File: src/rtl/core/ipff_pkg.sv
// shared types, constants and helpers for the ipv4 five-tuple frame filter
// no dependencies; imported by every module of the filter except ipff_checker
package ipff_pkg;

   // frame length saturation point
   localparam logic [15:0] MAX_FRAME_BYTES = 16'd65535;

   // protocol constants
   localparam logic [15:0] ETHERTYPE_IPV4 = 16'h0800;
   localparam logic [7:0]  L4_PROTO_TCP   = 8'd6;
   localparam logic [7:0]  L4_PROTO_UDP   = 8'd17;

   // header layout
   localparam logic [15:0] ETH_HDR_BYTES  = 16'd14;
   localparam logic [15:0] IP_MIN_BYTES   = 16'd34;
   localparam logic [3:0]  IHL_MIN        = 4'd5;
   localparam logic [7:0]  TCP_HDR_BYTES  = 8'd20;
   localparam logic [7:0]  UDP_HDR_BYTES  = 8'd8;

   // configuration register indexes
   localparam int unsigned CSR_INDEX_BITS = 3;
   localparam logic [CSR_INDEX_BITS-1:0] CSR_MATCH_ENABLES = 3'd0;
   localparam logic [CSR_INDEX_BITS-1:0] CSR_SOURCE_MAC    = 3'd1;
   localparam logic [CSR_INDEX_BITS-1:0] CSR_DEST_MAC      = 3'd2;
   localparam logic [CSR_INDEX_BITS-1:0] CSR_SOURCE_IPV4   = 3'd3;
   localparam logic [CSR_INDEX_BITS-1:0] CSR_DEST_IPV4     = 3'd4;
   localparam logic [CSR_INDEX_BITS-1:0] CSR_SOURCE_PORT   = 3'd5;
   localparam logic [CSR_INDEX_BITS-1:0] CSR_DEST_PORT     = 3'd6;
   localparam logic [CSR_INDEX_BITS-1:0] CSR_PROTOCOL      = 3'd7;

   // match enable bits
   localparam int unsigned EN_SRC_MAC = 0;
   localparam int unsigned EN_DST_MAC = 1;
   localparam int unsigned EN_SRC_IP  = 2;
   localparam int unsigned EN_DST_IP  = 3;

   // drop reasons
   typedef enum logic [3:0] {
      REASON_PASS      = 4'd0,
      REASON_NOT_IPV4  = 4'd1,
      REASON_MAC       = 4'd2,
      REASON_IP        = 4'd3,
      REASON_PROTOCOL  = 4'd4,
      REASON_NOT_L4    = 4'd5,
      REASON_PORT      = 4'd6,
      REASON_TRUNCATED = 4'd7,
      REASON_BAD_IHL   = 4'd8
   } reason_type;

   // configuration register file contents
   typedef struct packed {
      logic [3:0]  match_enables;
      logic [47:0] source_mac;
      logic [47:0] dest_mac;
      logic [31:0] source_ipv4;
      logic [31:0] dest_ipv4;
      logic [15:0] source_port_want;
      logic [15:0] dest_port_want;
      logic [7:0]  protocol_want;
   } cfg_type;

   // one verdict beat
   typedef struct packed {
      logic        accepted;
      reason_type  drop_reason;
      logic [7:0]  ip_protocol;
      logic [15:0] src_port;
      logic [15:0] dst_port;
      logic [7:0]  payload_offset;
      logic [15:0] frame_length;
   } verdict_type;

   // byte of a mac address, index 0 is the first wire byte
   function automatic logic [7:0] mac_byte(input logic [47:0] mac, input logic [2:0] idx);
      logic [7:0] b;
      case (idx)
         3'd0: b = mac[47:40];
         3'd1: b = mac[39:32];
         3'd2: b = mac[31:24];
         3'd3: b = mac[23:16];
         3'd4: b = mac[15:8];
         3'd5: b = mac[7:0];
         default: b = 8'h00;
      endcase
      return b;
   endfunction

   // byte of an ipv4 address, index 0 is the first wire byte
   function automatic logic [7:0] ip_byte(input logic [31:0] ip, input logic [1:0] idx);
      logic [7:0] b;
      case (idx)
         2'd0: b = ip[31:24];
         2'd1: b = ip[23:16];
         2'd2: b = ip[15:8];
         2'd3: b = ip[7:0];
         default: b = 8'h00;
      endcase
      return b;
   endfunction

endpackage

File: src/rtl/core/ipff_csr.sv
// configuration register file of the frame filter
// depends on ipff_pkg for the register indexes and cfg_type
module ipff_csr (
   input  logic                                 clock,
   input  logic                                 reset,
   input  logic                                 csr_wen,
   input  logic [ipff_pkg::CSR_INDEX_BITS-1:0]  csr_index,
   input  logic [47:0]                          csr_wdata,
   output ipff_pkg::cfg_type                    cfg
);
   import ipff_pkg::*;

   cfg_type cfg_ff;
   cfg_type cfg_in;

   // decode one register write, upper data bits dropped
   always_comb begin
      cfg_in = cfg_ff;
      if (csr_wen) begin
         case (csr_index)
            CSR_MATCH_ENABLES: cfg_in.match_enables    = csr_wdata[3:0];
            CSR_SOURCE_MAC:    cfg_in.source_mac       = csr_wdata;
            CSR_DEST_MAC:      cfg_in.dest_mac         = csr_wdata;
            CSR_SOURCE_IPV4:   cfg_in.source_ipv4      = csr_wdata[31:0];
            CSR_DEST_IPV4:     cfg_in.dest_ipv4        = csr_wdata[31:0];
            CSR_SOURCE_PORT:   cfg_in.source_port_want = csr_wdata[15:0];
            CSR_DEST_PORT:     cfg_in.dest_port_want   = csr_wdata[15:0];
            CSR_PROTOCOL:      cfg_in.protocol_want    = csr_wdata[7:0];
            default:           cfg_in = cfg_ff;
         endcase
      end
   end

   always_ff @(posedge clock) begin
      if (reset) begin
         cfg_ff <= '0;
      end else begin
         cfg_ff <= cfg_in;
      end
   end

   assign cfg = cfg_ff;

endmodule

File: src/rtl/core/ipff_parse.sv
// input register, per-frame header state and verdict logic of the frame filter
// depends on ipff_pkg for constants, cfg_type, verdict_type and byte helpers
module ipff_parse (
   input  logic                    clock,
   input  logic                    reset,
   input  logic                    req_valid,
   output logic                    req_stall,
   input  logic [7:0]              req_byte_value,
   input  logic                    req_frame_end,
   input  ipff_pkg::cfg_type       cfg,
   input  logic                    out_ready,
   output logic                    out_push,
   output ipff_pkg::verdict_type   out_verdict
);
   import ipff_pkg::*;

   // input register
   logic       valid_ff, valid_in;
   logic [7:0] byte_ff;
   logic       end_ff;

   // frame state
   logic [15:0] offset_ff, offset_in;
   logic [15:0] ethertype_ff, ethertype_in;
   logic [3:0]  ihl_ff, ihl_in;
   logic [7:0]  proto_ff, proto_in;
   logic [15:0] sport_ff, sport_in;
   logic [15:0] dport_ff, dport_in;
   logic [3:0]  tcpoff_ff, tcpoff_in;
   logic [3:0]  flags_ff, flags_in;

   logic        req_accept;
   logic        fire;
   logic [15:0] pos;
   logic [7:0]  l4_cur;
   logic [7:0]  l4_new;
   logic [15:0] len;
   reason_type  reason;
   logic [7:0]  pay;

   // a buffered byte moves on unless it ends a frame and the result slot is held
   assign fire       = valid_ff && (!end_ff || out_ready);
   assign req_stall  = valid_ff && !fire;
   assign req_accept = req_valid && !req_stall;
   assign valid_in   = req_accept ? 1'b1 : (fire ? 1'b0 : valid_ff);

   always_ff @(posedge clock) begin
      if (reset) begin
         valid_ff <= 1'b0;
      end else begin
         valid_ff <= valid_in;
      end
   end

   always_ff @(posedge clock) begin
      if (req_accept) begin
         byte_ff <= req_byte_value;
         end_ff  <= req_frame_end;
      end
   end

   assign pos    = offset_ff;
   assign l4_cur = 8'd14 + {2'b00, ihl_ff, 2'b00};

   // header field capture and address compares for the buffered byte
   always_comb begin
      ethertype_in = ethertype_ff;
      ihl_in       = ihl_ff;
      proto_in     = proto_ff;
      sport_in     = sport_ff;
      dport_in     = dport_ff;
      tcpoff_in    = tcpoff_ff;
      flags_in     = flags_ff;
      if (pos < 16'd6) begin
         if (mac_byte(cfg.dest_mac, pos[2:0]) != byte_ff) begin
            flags_in[EN_DST_MAC] = 1'b0;
         end
      end else if (pos < 16'd12) begin
         if (mac_byte(cfg.source_mac, 3'(pos[3:0] - 4'd6)) != byte_ff) begin
            flags_in[EN_SRC_MAC] = 1'b0;
         end
      end else if (pos < ETH_HDR_BYTES) begin
         ethertype_in = {ethertype_ff[7:0], byte_ff};
      end else if (pos == ETH_HDR_BYTES) begin
         ihl_in = byte_ff[3:0];
      end else begin
         if (pos == 16'd23) begin
            proto_in = byte_ff;
         end
         if (pos >= 16'd26 && pos < 16'd30) begin
            if (ip_byte(cfg.source_ipv4, 2'(pos[4:0] - 5'd26)) != byte_ff) begin
               flags_in[EN_SRC_IP] = 1'b0;
            end
         end
         if (pos >= 16'd30 && pos < IP_MIN_BYTES) begin
            if (ip_byte(cfg.dest_ipv4, 2'(pos[5:0] - 6'd30)) != byte_ff) begin
               flags_in[EN_DST_IP] = 1'b0;
            end
         end
         // transport header fields, located by the ip header length
         if (ihl_ff >= IHL_MIN) begin
            if (pos == {8'h00, l4_cur}) begin
               sport_in = {byte_ff, 8'h00};
            end else if (pos == {8'h00, l4_cur + 8'd1}) begin
               sport_in = sport_ff | {8'h00, byte_ff};
            end else if (pos == {8'h00, l4_cur + 8'd2}) begin
               dport_in = {byte_ff, 8'h00};
            end else if (pos == {8'h00, l4_cur + 8'd3}) begin
               dport_in = dport_ff | {8'h00, byte_ff};
            end else if (pos == {8'h00, l4_cur + 8'd12}) begin
               tcpoff_in = byte_ff[7:4];
            end
         end
      end
   end

   // saturating byte count
   assign offset_in = (offset_ff == 16'hFFFF) ? offset_ff : offset_ff + 16'd1;
   assign len       = offset_in;
   assign l4_new    = 8'd14 + {2'b00, ihl_in, 2'b00};

   // verdict, first failing check wins
   always_comb begin
      if (len < ETH_HDR_BYTES) begin
         reason = REASON_TRUNCATED;
      end else if (ethertype_in != ETHERTYPE_IPV4) begin
         reason = REASON_NOT_IPV4;
      end else if (cfg.match_enables[EN_SRC_MAC] && !flags_in[EN_SRC_MAC]) begin
         reason = REASON_MAC;
      end else if (cfg.match_enables[EN_DST_MAC] && !flags_in[EN_DST_MAC]) begin
         reason = REASON_MAC;
      end else if (len < IP_MIN_BYTES) begin
         reason = REASON_TRUNCATED;
      end else if (ihl_in < IHL_MIN) begin
         reason = REASON_BAD_IHL;
      end else if (cfg.match_enables[EN_SRC_IP] && !flags_in[EN_SRC_IP]) begin
         reason = REASON_IP;
      end else if (cfg.match_enables[EN_DST_IP] && !flags_in[EN_DST_IP]) begin
         reason = REASON_IP;
      end else if (cfg.protocol_want != 8'h00 && cfg.protocol_want != proto_in) begin
         reason = REASON_PROTOCOL;
      end else if (proto_in != L4_PROTO_TCP && proto_in != L4_PROTO_UDP) begin
         reason = REASON_NOT_L4;
      end else if (proto_in == L4_PROTO_TCP && len < {8'h00, l4_new + TCP_HDR_BYTES}) begin
         reason = REASON_TRUNCATED;
      end else if (proto_in == L4_PROTO_UDP && len < {8'h00, l4_new + UDP_HDR_BYTES}) begin
         reason = REASON_TRUNCATED;
      end else if (cfg.source_port_want != 16'h0000 && cfg.source_port_want != sport_in) begin
         reason = REASON_PORT;
      end else if (cfg.dest_port_want != 16'h0000 && cfg.dest_port_want != dport_in) begin
         reason = REASON_PORT;
      end else begin
         reason = REASON_PASS;
      end
   end

   // payload offset from the ip header length and the tcp or udp header length
   always_comb begin
      pay = 8'h00;
      if (ihl_in >= IHL_MIN) begin
         if (proto_in == L4_PROTO_TCP) begin
            pay = l4_new + {2'b00, tcpoff_in, 2'b00};
         end else if (proto_in == L4_PROTO_UDP) begin
            pay = l4_new + UDP_HDR_BYTES;
         end
      end
   end

   // result beat
   always_comb begin
      out_verdict.accepted       = (reason == REASON_PASS);
      out_verdict.drop_reason    = reason;
      out_verdict.ip_protocol    = proto_in;
      out_verdict.src_port       = sport_in;
      out_verdict.dst_port       = dport_in;
      out_verdict.payload_offset = pay;
      out_verdict.frame_length   = (len > MAX_FRAME_BYTES) ? MAX_FRAME_BYTES : len;
   end

   assign out_push = fire && end_ff;

   // frame state update, restored to its start values after the last byte
   always_ff @(posedge clock) begin
      if (reset || (fire && end_ff)) begin
         offset_ff    <= '0;
         ethertype_ff <= '0;
         ihl_ff       <= '0;
         proto_ff     <= '0;
         sport_ff     <= '0;
         dport_ff     <= '0;
         tcpoff_ff    <= '0;
         flags_ff     <= '1;
      end else if (fire) begin
         offset_ff    <= offset_in;
         ethertype_ff <= ethertype_in;
         ihl_ff       <= ihl_in;
         proto_ff     <= proto_in;
         sport_ff     <= sport_in;
         dport_ff     <= dport_in;
         tcpoff_ff    <= tcpoff_in;
         flags_ff     <= flags_in;
      end
   end

endmodule

File: src/rtl/core/ipff_out.sv
// result register of the frame filter, holds one verdict beat under stall
// depends on ipff_pkg for verdict_type
module ipff_out (
   input  logic                    clock,
   input  logic                    reset,
   input  logic                    push,
   input  ipff_pkg::verdict_type   push_verdict,
   output logic                    ready,
   output logic                    rsp_valid,
   input  logic                    rsp_stall,
   output ipff_pkg::verdict_type   rsp_verdict
);
   import ipff_pkg::*;

   logic        valid_ff, valid_in;
   verdict_type verdict_ff;

   // slot is free when empty or being taken this cycle
   assign ready    = !valid_ff || !rsp_stall;
   assign valid_in = (push && ready) ? 1'b1 : (valid_ff && rsp_stall);

   always_ff @(posedge clock) begin
      if (reset) begin
         valid_ff <= 1'b0;
      end else begin
         valid_ff <= valid_in;
      end
   end

   always_ff @(posedge clock) begin
      if (push && ready) begin
         verdict_ff <= push_verdict;
      end
   end

   assign rsp_valid   = valid_ff;
   assign rsp_verdict = verdict_ff;

endmodule

File: src/rtl/core/ipv4_five_tuple_frame_filter_core.sv
// Ethernet/IPv4 TCP-UDP header filter. Takes one frame byte per cycle on the req_
// channel while req_stall is low, starting at the destination MAC, and gives one
// verdict beat on the rsp_ channel for each byte marked frame_end. A verdict passes
// through the input register, then the result register. The input side stalls only
// while a finished verdict sits in the result register and the next frame end is
// waiting behind it. Registers on the csr_ port are held in ipff_csr; the user must
// see that they are written only while no frame is in flight, which the block does
// not enforce. Depends on ipff_pkg, ipff_csr, ipff_parse and ipff_out.
module ipv4_five_tuple_frame_filter_core (
   input  logic                                 clock,
   input  logic                                 reset,
   input  logic                                 req_valid,
   output logic                                 req_stall,
   input  logic [7:0]                           req_byte_value,
   input  logic                                 req_frame_end,
   output logic                                 rsp_valid,
   input  logic                                 rsp_stall,
   output logic                                 rsp_accepted,
   output logic [3:0]                           rsp_drop_reason,
   output logic [7:0]                           rsp_ip_protocol,
   output logic [15:0]                          rsp_src_port,
   output logic [15:0]                          rsp_dst_port,
   output logic [7:0]                           rsp_payload_offset,
   output logic [15:0]                          rsp_frame_length,
   input  logic                                 csr_wen,
   input  logic [ipff_pkg::CSR_INDEX_BITS-1:0]  csr_index,
   input  logic [47:0]                          csr_wdata
);
   import ipff_pkg::*;

   cfg_type     cfg;
   logic        out_ready;
   logic        out_push;
   verdict_type push_verdict;
   verdict_type rsp_verdict;

   // configuration registers
   ipff_csr u_csr (
      .clock     (clock),
      .reset     (reset),
      .csr_wen   (csr_wen),
      .csr_index (csr_index),
      .csr_wdata (csr_wdata),
      .cfg       (cfg)
   );

   // header parsing and verdict
   ipff_parse u_parse (
      .clock          (clock),
      .reset          (reset),
      .req_valid      (req_valid),
      .req_stall      (req_stall),
      .req_byte_value (req_byte_value),
      .req_frame_end  (req_frame_end),
      .cfg            (cfg),
      .out_ready      (out_ready),
      .out_push       (out_push),
      .out_verdict    (push_verdict)
   );

   // result register
   ipff_out u_out (
      .clock        (clock),
      .reset        (reset),
      .push         (out_push),
      .push_verdict (push_verdict),
      .ready        (out_ready),
      .rsp_valid    (rsp_valid),
      .rsp_stall    (rsp_stall),
      .rsp_verdict  (rsp_verdict)
   );

   // result fields
   assign rsp_accepted       = rsp_verdict.accepted;
   assign rsp_drop_reason    = rsp_verdict.drop_reason;
   assign rsp_ip_protocol    = rsp_verdict.ip_protocol;
   assign rsp_src_port       = rsp_verdict.src_port;
   assign rsp_dst_port       = rsp_verdict.dst_port;
   assign rsp_payload_offset = rsp_verdict.payload_offset;
   assign rsp_frame_length   = rsp_verdict.frame_length;

endmodule

File: config.mk
export PLATFORM = sky130hd
export DESIGN_NAME = ipv4_five_tuple_frame_filter_core
export DESIGN_NICKNAME = d
export VERILOG_FILES = /design/src/rtl/core/ipff_pkg.sv /design/src/rtl/core/ipff_csr.sv /design/src/rtl/core/ipff_parse.sv /design/src/rtl/core/ipff_out.sv /design/src/rtl/core/ipv4_five_tuple_frame_filter_core.sv
export SDC_FILE = /design/constraint.sdc
export NUM_CORES = 1
export LEC_CHECK = 0
export BUFFER_PORTS_ARGS = -buffer_cell sky130_fd_sc_hd__buf_2
export CORE_UTILIZATION = 55
export DETAILED_ROUTE_END_ITERATION = 7
export GPL_ROUTABILITY_DRIVEN = 0
export PLACE_DENSITY = 0.74
export SYNTH_ARGS = -nofsm -noshare
export SYNTH_HDL_FRONTEND = slang
export SYNTH_HIERARCHICAL = 1
export SYNTH_SLANG_ARGS = --single-unit
File: constraint.sdc
create_clock -name clock -period 7.1 [get_ports clock]
set_input_delay 0.71 -clock clock [delete_from_list [all_inputs] [get_ports clock]]
set_output_delay 0.71 -clock clock [all_outputs]
set_load 0.05 [all_outputs]
==> impl_metrics.ini, run 1 <==
[pwr]
power.internal_mw = 3.58
total_power_mw = 4.82
pwr-share-seq_pct = 46.1
p_leak_nw = 8.69
swShare_pct = 25.8
pwr-share-clk_pct = 43.4
power_frac_comb_pct = 10.5
cellPowerDensity_nw_per_um2 = 231
switching_power_mw = 1.24
peakVddDrop_mv = 0.157

[final_layout]
diodes = 0
utilization_pct = 62.3
syn_to_final_growth_pct = 11.3
nNetsFinal = 2095
drive_gt1_share_pct = 13.7
design_area_um2 = 20900

[critical_path]
crit_type = flop to flop
required_ps = 7400
ff2ff_path_depth = 20
cp_max_fo = 9
worstSetupStartpointType = flop
crit_end = u_out/rsp_verdict[68]
critPathCaptureType = flop
startpoint = u_parse/offset_ff[8]
r2r-end = u_out/rsp_verdict[68]
crit_arrival_ps = 6240
r2r-start = u_parse/offset_ff[8]
r2r_slack_ps = 1160

[flow_run]
maxCapViolations = 0

[routing]
route.detailed.drc = 0
wire_per_inst_um = 20.8
routed_wl_mm = 51.6
first_pass_iters = 7
drtIter0Drc = 1459
postRouteAntennaNets = 0
num_vias = 15000
vias_per_cell = 6.06

[synthesis]
syn_nets = 2042
synth.distinct_cells = 83
synth_common_cells = dfxtp_1, nand2b_1, mux2i_1, nand2_1, nor2_1
netlist_area_um2 = 18800
synth.most_common_cell = dfxtp_1
syn_area_per_cell_um2 = 9.64
yosysWarnings = 6
synth_top_cell_by_area = dfxtp_1
ys_async_sr_fraction_pct = 0
synth_area_leaders = dfxtp_1, mux2i_1, edfxtp_1
yosysTopAreaCellShare_pct = 30.9
synth-seq-area-share_pct = 43.4
synth_edf_count = 78
ys_ff_latch = 368
ys.flop_type = dfxtp_1
syn_inst = 1946

[floorplan]
die_h_um = 187
rows = 67
core-area_um2 = 33500
dieArea_um2 = 34900
initial_core_util_pct = 55.9
die_width_um = 187
io_pins = 136

[sta]
finClkSkew_ps = 18.2
worstMarginPinSlew_ps = 1240
setup_viol = 0
maxSlewHeadroom_pct = 17.4
drv_slew = 0
fin_crit_sh_pct = 83.7
rsz0062_at_grt = no
max_freq_mhz = 168
hold_violations = 0
post-route-min-period_ps = 5940
fin_setup_tns_ps = 0

[global_route]
grt_pass1_vias = 14600
grt_max_degree = 104
grt_pass1_wl_mm = 80.9
antenna_found_initial = 0
grt.total_usage_pct = 29.2
grt_overflow = 0

[placed_design]
placed_area_um2 = 19500
hpwl_mm = 34.7
port_buffers = 135

[clock_network]
clk-insertion-delay-late_ps = 560
cts.sinks = 368
cts-root-buf = clkbuf_16
path_clk_slew_ps = 60
cts_tree = done
numCtsBuffers = 40
hold_buffers = 0
postCtsSetupBuffers = 0
clk_path_buf_depth = 3
cts_resized = 0
htree_levels = 2

[min_path]
hold_path_class = input pin to flop

[outcome]
status = finished clean
## state kept, by name (all words and copies together) (netlist names), 8 cells and up
name and count:
u_csr/cfg 204, u_out/rsp_verdict 69, u_parse/byte_ff 8, u_parse/dport_ff 16
u_parse/ethertype_ff 16, u_parse/offset_ff 16, u_parse/proto_ff 8, u_parse/sport_ff 16
## power by group through the flow
stage          sequential (mW)  clock [mW]  combinational (mW)
3_3_place_gp              2.27           0               0.485
6_report                  2.22        2.10               0.506
4_1_cts                   2.22        2.12               0.496
3_5_place_dp              2.27           0               0.494
5_1_grt                   2.23        2.21               0.537
2_1_floorplan             2.29           0               0.323
## per-layer routing
metal / share of wire, % / global-route usage [%] / up-vias
met4: 4.7 / 13.2 / 0
met5: 0 / 0 / -
li1: - / - / 6978
met2: 47 / 48.5 / 680
met1: 42 / 37.8 / 7187
met3: 6.9 / 4.10 / 166
## cell usage in the layout (no fill, tap or decap), drive strengths merged, types with 28 or more instances in the layout
| cell type | count |
|---|---|
| dfxtp | 290 |
| nand2b | 264 |
| mux2i | 244 |
| buf | 157 |
| nor2 | 117 |
| nand2 | 116 |
| a21oi | 85 |
| inv | 80 |
| edfxtp | 78 |
| xnor2 | 64 |
| clkbuf | 58 |
| nor3 | 50 |
| ha | 30 |
| o21ai | 29 |
| mux2 | 28 |
## cell type report
| class | count | area, um2 |
|---|---|---|
| clock buffers | 58 | 1200 |
| clock inverters | 16 | 146 |
| fillers | 2797 | 12700 |
| inverters | 80 | 300 |
| multi-input cells | 1352 | 9680 |
| flip-flops and latches | 368 | 8150 |
| well taps | 448 | 561 |
| repair buffers | 157 | 843 |
## through the flow
step | hold slack [ps] | setup slack, ps | instances
CTS | 326 | 1200 | 2479
floorplan | 422 | 1960 | 1946
finish | 342 | 1160 | 2479
detailed placement | 433 | 1250 | 2405
global placement | 431 | 1400 | 2405
global route | 332 | 619 | 2479
## cells by family (layout without fill, tap and decap cells)
family	after synthesis	after routing	synth area share, %
AND/OR/NAND/NOR	681	681	20.2
flip-flops	368	368	43.4
AO/OA/AOI/OAI	279	279	10.3
multiplexers	272	272	14.7
buffers and inverters	226	311	5.14
XOR/XNOR	88	88	4.11
adder cells (fa/ha/maj)	31	31	2.11
other	1	1	0.0200
## critical path, stage by stage, from the launching register on
cell and delay (ps):
dfxtp_1 400, nor4_4 370, and3_1 370, nand3_1 120, or3_1 470, mux2i_1 630, inv_1 150, ha_1 470
ha_1 280, xnor2_1 210, ha_1 280, a21o_1 170, a21o_1 170, a211oi_1 210, o311ai_0 160, a2111o_1 500
o2111ai_1 120, nor4b_1 90, a41oi_1 260, a211oi_2 90, and4_1 160
## worst min path at each step
stage | startpoint | slack, ps | end | depth (start not counted)
global route | req_byte_value[4] | 330 | u_parse/byte_ff[4] | 1
CTS | req_frame_end | 330 | u_parse/end_ff | 1
floorplan | u_parse/flags_ff[0] | 420 | u_parse/flags_ff[0] | 2
finish | req_frame_end | 340 | u_parse/end_ff | 1
global placement | u_parse/flags_ff[0] | 430 | u_parse/flags_ff[0] | 2
detailed placement | u_parse/flags_ff[0] | 430 | u_parse/flags_ff[0] | 2
(Power assumes the default switching activity.)
==> inputs of run 2 (changes only) <==
Settings changed: ABC_AREA set to 1.
Clock period 7.1 ns to 5.65 ns, I/O delays scaled along.
==> impl_metrics.ini, run 2 <==
[clock_network]
clk_path_buf_depth = 3
htree_levels = 2
path_clk_slew_ps = 60
cts_tree = done
clk-insertion-delay-late_ps = 530
numCtsBuffers = 39
hold_buffers = 0
postCtsSetupBuffers = 0
cts_resized = 0
cts.sinks = 368
cts-root-buf = clkbuf_16

[critical_path]
slowest_stage = dfxtp_1
r2r_slack_ps = 950
critPathCaptureType = flop
required_ps = 5930
ff2ff_path_depth = 29
r2r-start = u_parse/offset_ff[2]
r2r-end = u_out/rsp_verdict[65]
worstSetupStartpointType = flop
crit_arrival_ps = 4970
max_stage_delay_ps = 540
cpMostUsedCell = nand2_1
crit_type = flop to flop
cp_max_fo = 10

[synthesis]
ys.flop_type = dfxtp_1
synth_top_cell_by_area = dfxtp_1
synth_area_leaders = dfxtp_1, edfxtp_1, nand2_1
synth_edf_count = 78
syn_area_per_cell_um2 = 7.02
yosysWarnings = 6
yosysTopAreaCellShare_pct = 30.6
netlist_area_um2 = 19000
synth_common_cells = nand2_1, nor2_1, nand3_1, dfxtp_1, inv_1
synth.most_common_cell = nand2_1
syn_nets = 2800
synth.distinct_cells = 52
ys_ff_latch = 368
synth-seq-area-share_pct = 42.9
ys_async_sr_fraction_pct = 0
syn_inst = 2704

[floorplan]
io_pins = 136
die_h_um = 188
die_width_um = 188
rows = 67
core-area_um2 = 33800
dieArea_um2 = 35300
initial_core_util_pct = 56.2

[global_route]
grt_max_degree = 105
grt_overflow = 0
grt_use_met2_pct = 50.7
met3_usage_pct = 4.57
grt_pass1_vias = 16300
antenna_found_initial = 0
grt_pass1_wl_mm = 86.4
grt.total_usage_pct = 30.7
grt_util_met1_pct = 39.2
top_usage_layer = met2

[outcome]
status = finished clean

[sta]
rsz0062_at_grt = no
drv_slew = 0
finClkSkew_ps = 10.9
fin_setup_tns_ps = 0
fin_crit_sh_pct = 83.2
hold_violations = 0
max_freq_mhz = 213
post-route-min-period_ps = 4700
worstMarginPinSlew_ps = 1200
setup_viol = 0
maxSlewHeadroom_pct = 20.2

[final_layout]
layout_commonest_cell = nand2_1
final_cell_mix = nand2_1, nor2_1, nand3_1
design_area_um2 = 21100
syn_to_final_growth_pct = 11.1
diodes = 0
drive_gt1_share_pct = 11.0
nNetsFinal = 2857
largest_reg_flops = 204

[routing]
route.detailed.drc = 0
first_pass_iters = 6
wire_per_inst_um = 17.0
routed_wl_mm = 55.0
vias_per_cell = 5.55
num_vias = 18000
postRouteAntennaNets = 0
drtIter0Drc = 1685

[placed_design]
port_buffers = 135
hpwl_mm = 37.0
placed_area_um2 = 19800

[pwr]
p_leak_nw = 9.68
peakVddDrop_mv = 0.236
cellPowerDensity_nw_per_um2 = 302
total_power_mw = 6.37

[min_path]
min_path_cells = 1
worstHoldStart = req_byte_value[3]
holdPathEnd = u_parse/byte_ff[3]
hold_path_class = input pin to flop

[flow_run]
maxCapViolations = 0
==> run 2: final cells by class <==
class / instances / area, um2
fill: 3088 / 12700
multi-input combinational: 1909 / 9170
clock inverter: 17 / 164
tap: 448 / 561
inverter: 288 / 1080
clock buffer: 51 / 1120
sequential: 368 / 8150
timing repair buffer: 155 / 838
==> run 2: cell families (layout without fill, tap and decap cells) <==
logic type	after synthesis	in the layout	synth area share, %
and+or+nand+nor	1530	1530	34.9
adders and majority gates	31	31	2.08
DFF	368	368	42.9
AOI/OAI and AO/OA	287	287	8.20
xor gates and xnor gates	60	60	2.81
buffers and inverters	427	511	9.12
other	1	1	0.0198
==> run 2: report_power, final <==
part,leakage (nW),switching [mW],internal (mW)
Clock,0.630,1.04,1.53
Sequential,3.08,0.0777,2.80
Combinational,5.97,0.652,0.269
==> run 2: per-stage QoR <==
stage	hold WS, ps	setup WS [ps]	util [%]	cells
after floorplan	437	679	-	2704
after global placement	446	1240	58.6	3168
after detailed placement	460	1020	58.6	3168
after CTS	198	989	62.4	3236
after global routing	206	496	62.4	3236
final	212	952	62.4	3236
==> run 2: how the worst max path moves through the flow <==
stage | start | endpoint | slack (ps)
finish | u_parse/offset_ff[2] | u_out/rsp_verdict[65] | 950
global route | u_parse/offset_ff[2] | u_out/rsp_verdict[68] | 500
CTS | u_parse/offset_ff[2] | u_out/rsp_verdict[65] | 990
detailed placement | u_parse/offset_ff[2] | u_out/rsp_verdict[65] | 1020
global placement | u_parse/offset_ff[2] | u_out/rsp_verdict[65] | 1240
floorplan | u_out/rsp_valid | u_out/rsp_verdict[0] | 680
==> run 2: worst max-delay path, delay by kind of cell (launching register included) <==
family	cells	cell delay (ps)
AOI/OAI and AO/OA	4	820
adders and majority gates	4	1050
xor gates and xnor gates	1	190
buffers and inverters	5	500
and+or+nand+nor	15	1340
DFF	1	540
==> run 2: metal layers <==
layer  vias to the layer above  share of wire, %
met5                         -                 0
met1                      8296                41
met4                         0               5.1
met2                       782                46
li1                       8730                 -
met3                       167               7.8
